<file path="src/hdl/ffts_pkg.sv">
// Shared constants and types for the float frame tail synchroniser.
package ffts_pkg;

    localparam int CHANNELS  = 16;
    localparam int WIN_BYTES = 4 * CHANNELS + 4;
    localparam int FILL_W    = $clog2(WIN_BYTES);
    localparam int IDX_W     = (CHANNELS > 1) ? $clog2(CHANNELS) : 1;
    localparam int QDEPTH    = 2;
    localparam int QPTR_W    = $clog2(QDEPTH);
    localparam int QCNT_W    = $clog2(QDEPTH + 1);

    localparam logic [7:0] TAIL_B0      = 8'h00;
    localparam logic [7:0] TAIL_B1      = 8'h00;
    localparam logic [7:0] TAIL_B2      = 8'h80;
    localparam logic [7:0] TAIL_B3      = 8'h7F;
    localparam logic [7:0] EXP_ALL_ONES = 8'hFF;

    typedef struct packed {
        logic [CHANNELS-1:0][31:0] words;
        logic                      all_finite;
        logic [31:0]               number;
    } t_frame;

    typedef struct packed {
        logic full;
        logic not_empty;
    } t_q_flags;

endpackage

</file>
<file path="src/hdl/ffts_front.sv">
// Byte window, tail marker detection and frame capture.
module ffts_front
    import ffts_pkg::*;
(
    input  logic     i_clk,
    input  logic     i_rst_n,
    input  logic     i_valid,
    output logic     o_ready,
    input  logic [7:0] i_rx_byte,
    input  t_q_flags i_flags,
    output logic     o_push,
    output t_frame   o_frame
);

    logic [WIN_BYTES-1:0][7:0] r_win;
    logic [FILL_W-1:0]         r_fill;
    logic [FILL_W-1:0]         n_fill;
    logic [31:0]               r_count;
    logic [31:0]               n_count;
    logic                      at_edge;
    logic                      tail_ok;
    logic                      accept;
    logic                      finite;

    assign at_edge = (r_fill == FILL_W'(WIN_BYTES - 1));
    assign tail_ok = (r_win[WIN_BYTES-3] == TAIL_B0) && (r_win[WIN_BYTES-2] == TAIL_B1)
                  && (r_win[WIN_BYTES-1] == TAIL_B2) && (i_rx_byte == TAIL_B3);
    assign o_ready = !(i_flags.full && at_edge);
    assign accept  = i_valid && o_ready;
    assign o_push  = accept && at_edge && tail_ok;
    assign n_count = r_count + 32'd1;

    // The frame is taken from the window as it will stand after this byte shifts in.
    always_comb begin
        finite = 1'b1;
        for (int i = 0; i < CHANNELS; i++) begin
            o_frame.words[i] = {r_win[4*i+4], r_win[4*i+3], r_win[4*i+2], r_win[4*i+1]};
            if (o_frame.words[i][30:23] == EXP_ALL_ONES) begin
                finite = 1'b0;
            end
        end
        o_frame.all_finite = finite;
        o_frame.number     = n_count;
    end

    always_comb begin
        n_fill = r_fill;
        if (accept) begin
            if (at_edge) begin
                n_fill = tail_ok ? '0 : r_fill;
            end else begin
                n_fill = r_fill + FILL_W'(1);
            end
        end
    end

    always_ff @(posedge i_clk) begin
        if (accept) begin
            r_win <= {i_rx_byte, r_win[WIN_BYTES-1:1]};
        end
    end

    always_ff @(posedge i_clk) begin
        if (!i_rst_n) begin
            r_fill  <= '0;
            r_count <= '0;
        end else begin
            r_fill <= n_fill;
            if (o_push) begin
                r_count <= n_count;
            end
        end
    end

endmodule

</file>
<file path="src/hdl/ffts_queue.sv">
// Short queue of captured frames between the front and back parts.
module ffts_queue
    import ffts_pkg::*;
(
    input  logic     i_clk,
    input  logic     i_rst_n,
    input  logic     i_push,
    input  t_frame   i_frame,
    input  logic     i_pop,
    output t_frame   o_frame,
    output t_q_flags o_flags
);

    t_frame            r_mem [QDEPTH];
    logic [QPTR_W-1:0] r_wp;
    logic [QPTR_W-1:0] r_rp;
    logic [QCNT_W-1:0] r_cnt;

    assign o_frame           = r_mem[r_rp];
    assign o_flags.full      = (r_cnt == QCNT_W'(QDEPTH));
    assign o_flags.not_empty = (r_cnt != '0);

    always_ff @(posedge i_clk) begin
        if (i_push) begin
            r_mem[r_wp] <= i_frame;
        end
    end

    always_ff @(posedge i_clk) begin
        if (!i_rst_n) begin
            r_wp  <= '0;
            r_rp  <= '0;
            r_cnt <= '0;
        end else begin
            if (i_push) begin
                r_wp <= (r_wp == QPTR_W'(QDEPTH - 1)) ? '0 : r_wp + QPTR_W'(1);
            end
            if (i_pop) begin
                r_rp <= (r_rp == QPTR_W'(QDEPTH - 1)) ? '0 : r_rp + QPTR_W'(1);
            end
            if (i_push && !i_pop) begin
                r_cnt <= r_cnt + QCNT_W'(1);
            end else if (i_pop && !i_push) begin
                r_cnt <= r_cnt - QCNT_W'(1);
            end
        end
    end

    a_no_push_full: assert property (@(posedge i_clk) disable iff (!i_rst_n)
        i_push |-> !o_flags.full) else $error("Frame pushed into a full queue.");
    a_no_pop_empty: assert property (@(posedge i_clk) disable iff (!i_rst_n)
        i_pop |-> o_flags.not_empty) else $error("Frame popped from an empty queue.");
    a_cnt_bound: assert property (@(posedge i_clk) disable iff (!i_rst_n)
        r_cnt <= QCNT_W'(QDEPTH)) else $error("Queue count exceeds its depth.");

endmodule

</file>
<file path="src/hdl/ffts_back.sv">
// Word sequencer that emits one float word per transaction from the queued frame.
module ffts_back
    import ffts_pkg::*;
(
    input  logic        i_clk,
    input  logic        i_rst_n,
    input  t_frame      i_frame,
    input  t_q_flags    i_flags,
    output logic        o_pop,
    output logic        o_valid,
    input  logic        i_ready,
    output logic [3:0]  o_channel_index,
    output logic [31:0] o_channel_bits,
    output logic        o_frame_last,
    output logic        o_frame_all_finite,
    output logic [31:0] o_frame_number
);

    t_frame           r_frame;
    logic             r_busy;
    logic [IDX_W-1:0] r_idx;
    logic             r_out_valid;
    logic [3:0]       r_out_index;
    logic [31:0]      r_out_bits;
    logic             r_out_last;
    logic             r_out_finite;
    logic [31:0]      r_out_number;
    logic             advance;
    logic             emit;
    logic             is_last;

    assign advance = !r_out_valid || i_ready;
    assign emit    = advance && r_busy;
    assign is_last = (r_idx == IDX_W'(CHANNELS - 1));
    assign o_pop   = i_flags.not_empty && (!r_busy || (emit && is_last));

    always_ff @(posedge i_clk) begin
        if (o_pop) begin
            r_frame <= i_frame;
        end
        if (emit) begin
            r_out_index  <= 4'(r_idx);
            r_out_bits   <= r_frame.words[r_idx];
            r_out_last   <= is_last;
            r_out_finite <= r_frame.all_finite;
            r_out_number <= r_frame.number;
        end
    end

    always_ff @(posedge i_clk) begin
        if (!i_rst_n) begin
            r_busy      <= 1'b0;
            r_idx       <= '0;
            r_out_valid <= 1'b0;
        end else begin
            if (advance) begin
                r_out_valid <= r_busy;
            end
            if (o_pop) begin
                r_busy <= 1'b1;
                r_idx  <= '0;
            end else if (emit) begin
                if (is_last) begin
                    r_busy <= 1'b0;
                end else begin
                    r_idx <= r_idx + IDX_W'(1);
                end
            end
        end
    end

    assign o_valid            = r_out_valid;
    assign o_channel_index    = r_out_index;
    assign o_channel_bits     = r_out_bits;
    assign o_frame_last       = r_out_last;
    assign o_frame_all_finite = r_out_finite;
    assign o_frame_number     = r_out_number;

    a_pop_restarts: assert property (@(posedge i_clk) disable iff (!i_rst_n)
        o_pop |=> (r_busy && r_idx == '0)) else $error("Popped frame did not start at word zero.");
    a_emit_valid: assert property (@(posedge i_clk) disable iff (!i_rst_n)
        emit |=> r_out_valid) else $error("Emitted word not presented.");

endmodule

</file>
<file path="src/hdl/float_frame_tail_sync_core.sv">
// Top level of the float frame tail synchroniser.
//
//  Channel  Direction  Handshake            Payload
//  rx       in         i_valid / o_ready    i_rx_byte
//  words    out        o_valid / i_ready    o_channel_index, o_channel_bits, o_frame_last,
//                                           o_frame_all_finite, o_frame_number
//
// One byte is accepted per cycle while o_ready is high; the window is a 68-byte shift line.
// A matched frame goes into a two-entry frame queue and is sent as 16 word
// transactions, one per cycle while i_ready is high, through a registered output stage.
// The byte input stalls only on the byte that would complete a window while the queue is full.
// Reset is synchronous and active low; it clears the fill count, frame counter, queue and word sequencer state.
module float_frame_tail_sync_core
    import ffts_pkg::*;
(
    input  logic        i_clk,
    input  logic        i_rst_n,
    input  logic        i_valid,
    output logic        o_ready,
    input  logic [7:0]  i_rx_byte,
    output logic        o_valid,
    input  logic        i_ready,
    output logic [3:0]  o_channel_index,
    output logic [31:0] o_channel_bits,
    output logic        o_frame_last,
    output logic        o_frame_all_finite,
    output logic [31:0] o_frame_number
);

    t_frame   push_frame;
    t_frame   head_frame;
    t_q_flags q_flags;
    logic     push;
    logic     pop;

    ffts_front u_front (
        .i_clk     (i_clk),
        .i_rst_n   (i_rst_n),
        .i_valid   (i_valid),
        .o_ready   (o_ready),
        .i_rx_byte (i_rx_byte),
        .i_flags   (q_flags),
        .o_push    (push),
        .o_frame   (push_frame)
    );

    ffts_queue u_queue (
        .i_clk   (i_clk),
        .i_rst_n (i_rst_n),
        .i_push  (push),
        .i_frame (push_frame),
        .i_pop   (pop),
        .o_frame (head_frame),
        .o_flags (q_flags)
    );

    ffts_back u_back (
        .i_clk              (i_clk),
        .i_rst_n            (i_rst_n),
        .i_frame            (head_frame),
        .i_flags            (q_flags),
        .o_pop              (pop),
        .o_valid            (o_valid),
        .i_ready            (i_ready),
        .o_channel_index    (o_channel_index),
        .o_channel_bits     (o_channel_bits),
        .o_frame_last       (o_frame_last),
        .o_frame_all_finite (o_frame_all_finite),
        .o_frame_number     (o_frame_number)
    );

endmodule
</file>
<file path="config.mk">
export PLATFORM = sky130hd
export DESIGN_NAME = float_frame_tail_sync_core
export DESIGN_NICKNAME = d
export VERILOG_FILES = /design/src/hdl/ffts_pkg.sv /design/src/hdl/ffts_front.sv /design/src/hdl/ffts_queue.sv /design/src/hdl/ffts_back.sv /design/src/hdl/float_frame_tail_sync_core.sv
export SDC_FILE = /design/constraint.sdc
export NUM_CORES = 2
export LEC_CHECK = 0
export BUFFER_PORTS_ARGS = -buffer_cell sky130_fd_sc_hd__buf_2
export CORE_ASPECT_RATIO = 1.1
export CORE_MARGIN = 2
export CORE_UTILIZATION = 26
export CTS_CLUSTER_SIZE = 12
export DETAILED_ROUTE_END_ITERATION = 8
export SETUP_SLACK_MARGIN = 0.4
export SLEW_MARGIN = 0
export SYNTH_ARGS = -nofsm -noshare
export SYNTH_HDL_FRONTEND = slang
export SYNTH_SLANG_ARGS = --single-unit
</file>
<file path="constraint.sdc">
create_clock -name i_clk -period 61.9 [get_ports i_clk]
set_clock_uncertainty 0.2 [all_clocks]
set_input_delay 12.38 -clock i_clk [delete_from_list [all_inputs] [get_ports i_clk]]
set_output_delay 12.38 -clock i_clk [all_outputs]
set_load 0.02 [all_outputs]
</file>
* Word level (Yosys, flattened, before mapping) *
Memory sizes are Yosys's and may differ from the RTL's. A register that Yosys moved wholly into a read port is not among the register bits.
Cells that the tools add are included.

storage, ports and cells
  register bits after elaboration = 655
  bits in latches = 0
  RAM bits = 1090
  memory bits (read-only) = 0
  bits of input ports = 12
  output and inout port bits = 72
  word-level logic and storage cells = 171
  memories kept = 1

cells by class
  add/subtract/negate cells = 7
  $mul = 0
  divide/modulo/power cells = 0
  $lt $le $gt $ge = 1
  equality and inequality tests = 22
  shifts and indexed selects = 0
  mux-type cells = 29
  bitwise logic cells = 2
  reduce and logical (&&, ||, !) cells = 29

memories
  memory         words  bits a word  read ports  clocked after memory_dff  wr ports  line              RTL
  u_queue.r_mem  2      545          1           1                         1         ffts_queue.sv:14  t_frame r_mem [QDEPTH];

operators with widths
  kind                                                                    number
  8-bit equality test (second input constant)                             17
  32-bit binary-select mux with 4-bit select                              1
  32-bit by 1-bit adder with 32-bit output (second input constant)        1
  32-bit 2-to-1 mux                                                       1
  1-bit 2-to-1 mux                                                        23
  8-bit logical NOT                                                       2
  7-bit 2-to-1 mux                                                        2
  1-bit logical AND                                                       12
  8-bit by 7-bit equality test with 1-bit output (second input constant)  1
  2-bit nonzero test                                                      4
  7-bit by 1-bit adder with 7-bit output (second input constant)          1
  7-bit equality test (second input constant)                             1
  2-bit AND reduction                                                     3
  1-bit logical NOT                                                       5
  4-bit by 5-bit < comparator with 1-bit output (second input constant)   1
  4-bit by 1-bit adder with 4-bit output (second input constant)          1
  4-bit equality test (second input constant)                             1
  2-bit 2-to-1 mux                                                        2
  1-bit adder (second input constant)                                     2
  2-bit by 1-bit adder with 2-bit output (second input constant)          1
  2-bit equality test (second input constant)                             1
  1-bit logical OR                                                        2
  2-bit inequality test (second input constant)                           1
  1-bit NOT                                                               2
  2 further kinds                                                         2

* Logic depth before layout (Yosys ltp) *
  word-level depth = 17
  gate-level depth with buffers = 11
  mapped depth without buffers = 9

* Cells and area by module *
Synthesis repeated with hierarchy kept, for this count alone.

second synthesis, totals
  cells, all modules = 4187
  area total of the unflattened synthesis = 85309.3 µm²

modules (own cells, without submodules)
  module      instances  cells each  area an instance (µm²)  sequential area each (µm²)
  ffts_queue  1          1718        39724.3                 32831.5
  ffts_back   1          1058        22883.2                 18587.8
  ffts_front  1          1411        22701.8                 16876.2

* Worst setup path before layout *
Ideal clock, no wire load.

  kind = input port to flip-flop
  start point = input port i_rx_byte[7]
  end point = memory u_queue.r_mem[0][0] (netlist name) (enable)
  setup time = 1.469 ns
  arrival time = 35.978 ns
  required time = 60.231 ns
  setup slack = 24.253 ns
  stages on the path = 6
  buffers on the path = 2
  cells stage by stage = and4b_1 > nand4_1 > or3_1 > buf_2 > clkbuf_1 > nor2_1

on the way
  longest elaborated chain between the ends = 5

ends and longest elaborated chain
  what                                            line                              RTL
  start, declared                                 float_frame_tail_sync_core.sv:20  input logic [7:0] i_rx_byte,
  8-bit by 7-bit equality test with 1-bit output  ffts_front.sv:27                  && (r_win[WIN_BYTES-1] == TAIL_B2) && (i_rx_byte == TAIL_B3);
  1-bit logical AND                               ffts_front.sv:27
  1-bit logical AND                               ffts_front.sv:30                  assign o_push = accept && at_edge && tail_ok;
  1-bit 2-to-1 mux                                ffts_queue.sv:24                  if (i_push) begin
  1-bit 2-to-1 mux (implied by the code)          ffts_queue.sv:25                  r_mem[r_wp] <= i_frame;
  end, declared                                   ffts_queue.sv:14

No other way between the ends.

* Worst setup path after layout *
  start point = input port i_rx_byte[7]
  end point = memory u_queue.r_mem[1][53] (netlist name) (enable)

on the way
  longest elaborated chain between the ends = 5

ends and longest elaborated chain
  what                                            line                              RTL
  8-bit by 7-bit equality test with 1-bit output  ffts_front.sv:27
  1-bit logical AND                               ffts_front.sv:27
  1-bit logical AND                               ffts_front.sv:30
  named net push                                  float_frame_tail_sync_core.sv:33  logic push;
  1-bit 2-to-1 mux                                ffts_queue.sv:24
  1-bit 2-to-1 mux (implied by the code)          ffts_queue.sv:25

The timed path passes the listed nets, and every way through them passes these cells.

==> results.txt <==
dpl ws -> 42.29 ns
Die ar. -> 314000 um^2
number of remaining DRC errors -> 0
Power Dens Cells -> 32.1 nW/um^2
Post-synth EDFFs -> 2241
Reg-to-Reg Start -> u_front.r_win[525]
pin count of the biggest net entering global routing -> 159
CTS Root Cell -> clkbuf_16
syn_nets -> 3462
hold path start -> u_back.r_frame[2]
Final Cycle Share -> 0.300
vias per cell -> 4.15
number of CTS-inserted buffers -> 220
most frequent cell on the critical path -> buf_4
wirelength, routed -> 151 mm
Die Span X -> 535 um
Die Y -> 588 um
H-tree depth -> 4
cell breakdown of the critical path -> buf_2 -> and4b_1 -> nand4_1 -> or3_1 -> inv_1 -> and2_4 -> buf_12 -> buf_12 -> buf_4 -> buf_4 -> buf_4
Avg WL per Cell -> 19.2 um
vias in the first global route -> 33900
Layout fillers -> 29500
Final min period -> 18.55 ns
first-pass GRT wire length -> 223 mm
synthesis-to-layout area growth -> 14.8%
Post-Syn Instances -> 3446
Vias -> 32800
crit path from -> i_rx_byte[7]
startpoint types -> primary input
Slew Limit Fails -> 0
top cells by area, synth -> edfxtp_1, mux2_2, mux4_2
reg2reg end -> u_queue.r_mem[1][53]
RSZ-0062 raised after global routing -> no
# Post-CTS Setup Buffers -> 0
io pins -> 84
register clock-pin slew on the reported worst setup and hold paths -> 0.06 ns
Setup crit end kind -> flop
Max-Cap Viols -> 0
slew margin rel. -> 0.196
R2R setup slack -> 54.34 ns
Yosys reg bits -> 2290
worst-path fanout max -> 158
CORE AREA -> 308000 um^2
FF/Latch Area -> 68300 um^2
share of cells above drive strength 1 -> 0.292
CTS tree -> done
area occupied by multi-input gates -> 11700 um^2
Clk Latency, worst-skew pair -> 0.85 ns
most frequent cells in the layout -> edfxtp_1, mux2_2, clkbuf_16
post-synthesis sequential area ratio -> 0.848
max incr delay on CP -> 0.88 ns
final antenna-violating net count -> 0
CP max-delay cell -> or3_1
drt initial violations -> 2863
hold_buf cts -> 0
Worst EP required -> 62.18 ns
clk buf depth -> 3
fmax -> 53.9 MHz
Worst Reg-to-Reg Cells -> 10
Worst Max-Slew Pin Slew -> 1.21 ns
initial core utilization -> 0.261
fin nets -> 3697
most used flip-flop cell after synthesis -> edfxtp_1
# rows -> 214
Buf/Inv on CP -> 7
outcome -> finished, final reports clean
endpoints failing setup -> 0
gr usage total -> 0.0940
VDD IR max -> 0.0283 mV
Worst Setup EP -> u_queue.r_mem[1][53]
CP Data Arrival Time -> 18.83 ns
P_leak -> 28.3 nW
mapped cell area -> 80500 um^2
cell family with most CP delay -> buffers and inverters
FFs w/ async S/R, synth -> 0
Fin Setup TNS -> 0 ns
Port Buf Inserts -> 83
synth warn -> 0
Levels on crit path -> 11
dpl hpwl -> 86.9 mm
top cell type by total area after synthesis -> edfxtp_1
antenna violations before repair -> 28
post-layout worst setup margin -> 43.35 ns
post-CTS resize count -> 0
commonest non-fill, non-tap cell in the layout -> edfxtp_1
synth unique cells -> 45
CTS sink cnt -> 2290
drt pass-1 iters -> 7
GP Congestion -> 0.732
kind of critical path -> in2reg
GRT overflow -> 0
syn avg cell area -> 23.4 um^2
post-synth top area share -> 0.836
Fin. Hold Viols -> 0
Hold WC Path Type -> reg2reg
## where the power goes
part / switching, mW / internal (mW) / leakage (nW)
registers: 0.0201 / 1.72 / 21.3
clock network: 0.545 / 0.669 / 3.09
logic: 0.00912 / 0.00110 / 3.92
## metrics by stage
stage	power (mW)	cells	utilization	hold slack (ns)	area, um^2
4_1_cts	3.00	7888	0.300	0.208	92400
3_3_place_gp	1.78	7563	0.279	0.209	86000
6_report	2.96	7890	0.300	0.209	92400
5_1_grt	3.06	7889	0.300	0.224	92400
3_5_place_dp	1.78	7563	0.279	0.205	86000
2_1_floorplan	1.77	3446	-	0.200	80500
## synth_stat cells (3+ instances only)
master,count
a21oi_1,38
and2_1,4
and3_1,3
and4_1,3
buf_1,9
buf_2,6
buf_6,4
clkbuf_1,93
dfxtp_1,49
edfxtp_1,2241
ha_1,4
inv_1,13
mux2_2,545
mux4_2,160
nand2_1,24
nand3_1,22
nand4_1,44
nor2_1,41
nor2b_1,3
nor4_1,11
o21ai_0,27
o31ai_1,6
or3_1,28
or4_1,6
xnor2_1,24
xor2_1,16
## logic make-up after synthesis
logic type / after synthesis / synth area share
muxes: 705 / 0.121
DFF: 2290 / 0.848
AOI/OAI and AO/OA: 80 / 0.00553
and+or+nand+nor: 201 / 0.0142
adders and majority gates: 4 / 0.000622
xor gates and xnor gates: 40 / 0.00435
buffers and inverters: 126 / 0.00634
## cell type report
cell class | instances | area share
Multi-Input combinational cell | 1030 | 0.127
Timing Repair Buffer | 125 | 0.00858
Clock inverter | 51 | 0.00685
Inverter | 14 | 0.000731
Clock buffer | 274 | 0.0623
Antenna cell | 2 | 0.0000541
Tap cell | 4104 | 0.0556
Sequential cell | 2290 | 0.739
## routing by layer
layer	wire length (um)	vias to the layer above	GRT usage
li1	-	14500	-
met1	67900	17300	0.128
met2	72200	777	0.151
met3	7880	203	0.0202
met4	3120	2	0.0268
met5	13	-	0
## how the worst min path moves through the flow
stage	end	slack [ns]	depth (start not counted)
2_1_floorplan	u_back.o_frame_all_finite	0.20	0
3_3_place_gp	u_back.o_frame_number[30]	0.21	0
3_5_place_dp	u_back.o_frame_number[28]	0.20	0
4_1_cts	u_back.o_frame_number[2]	0.21	0
5_1_grt	u_back.o_frame_number[2]	0.22	0
6_report	u_back.o_frame_number[2]	0.21	0
## state kept, by name (all words and copies together) (netlist names), 2 cells and up
register	flops
u_back.o_channel_bits	32
u_back.o_channel_index	4
u_back.o_frame_number	32
u_back.r_frame	545
u_back.r_idx	4
u_front.o_frame	512
u_front.r_count	32
u_front.r_fill	7
u_front.r_win	24
u_queue.r_cnt	2
u_queue.r_mem	1090
Note: power is estimated with default switching activity, not from simulation.
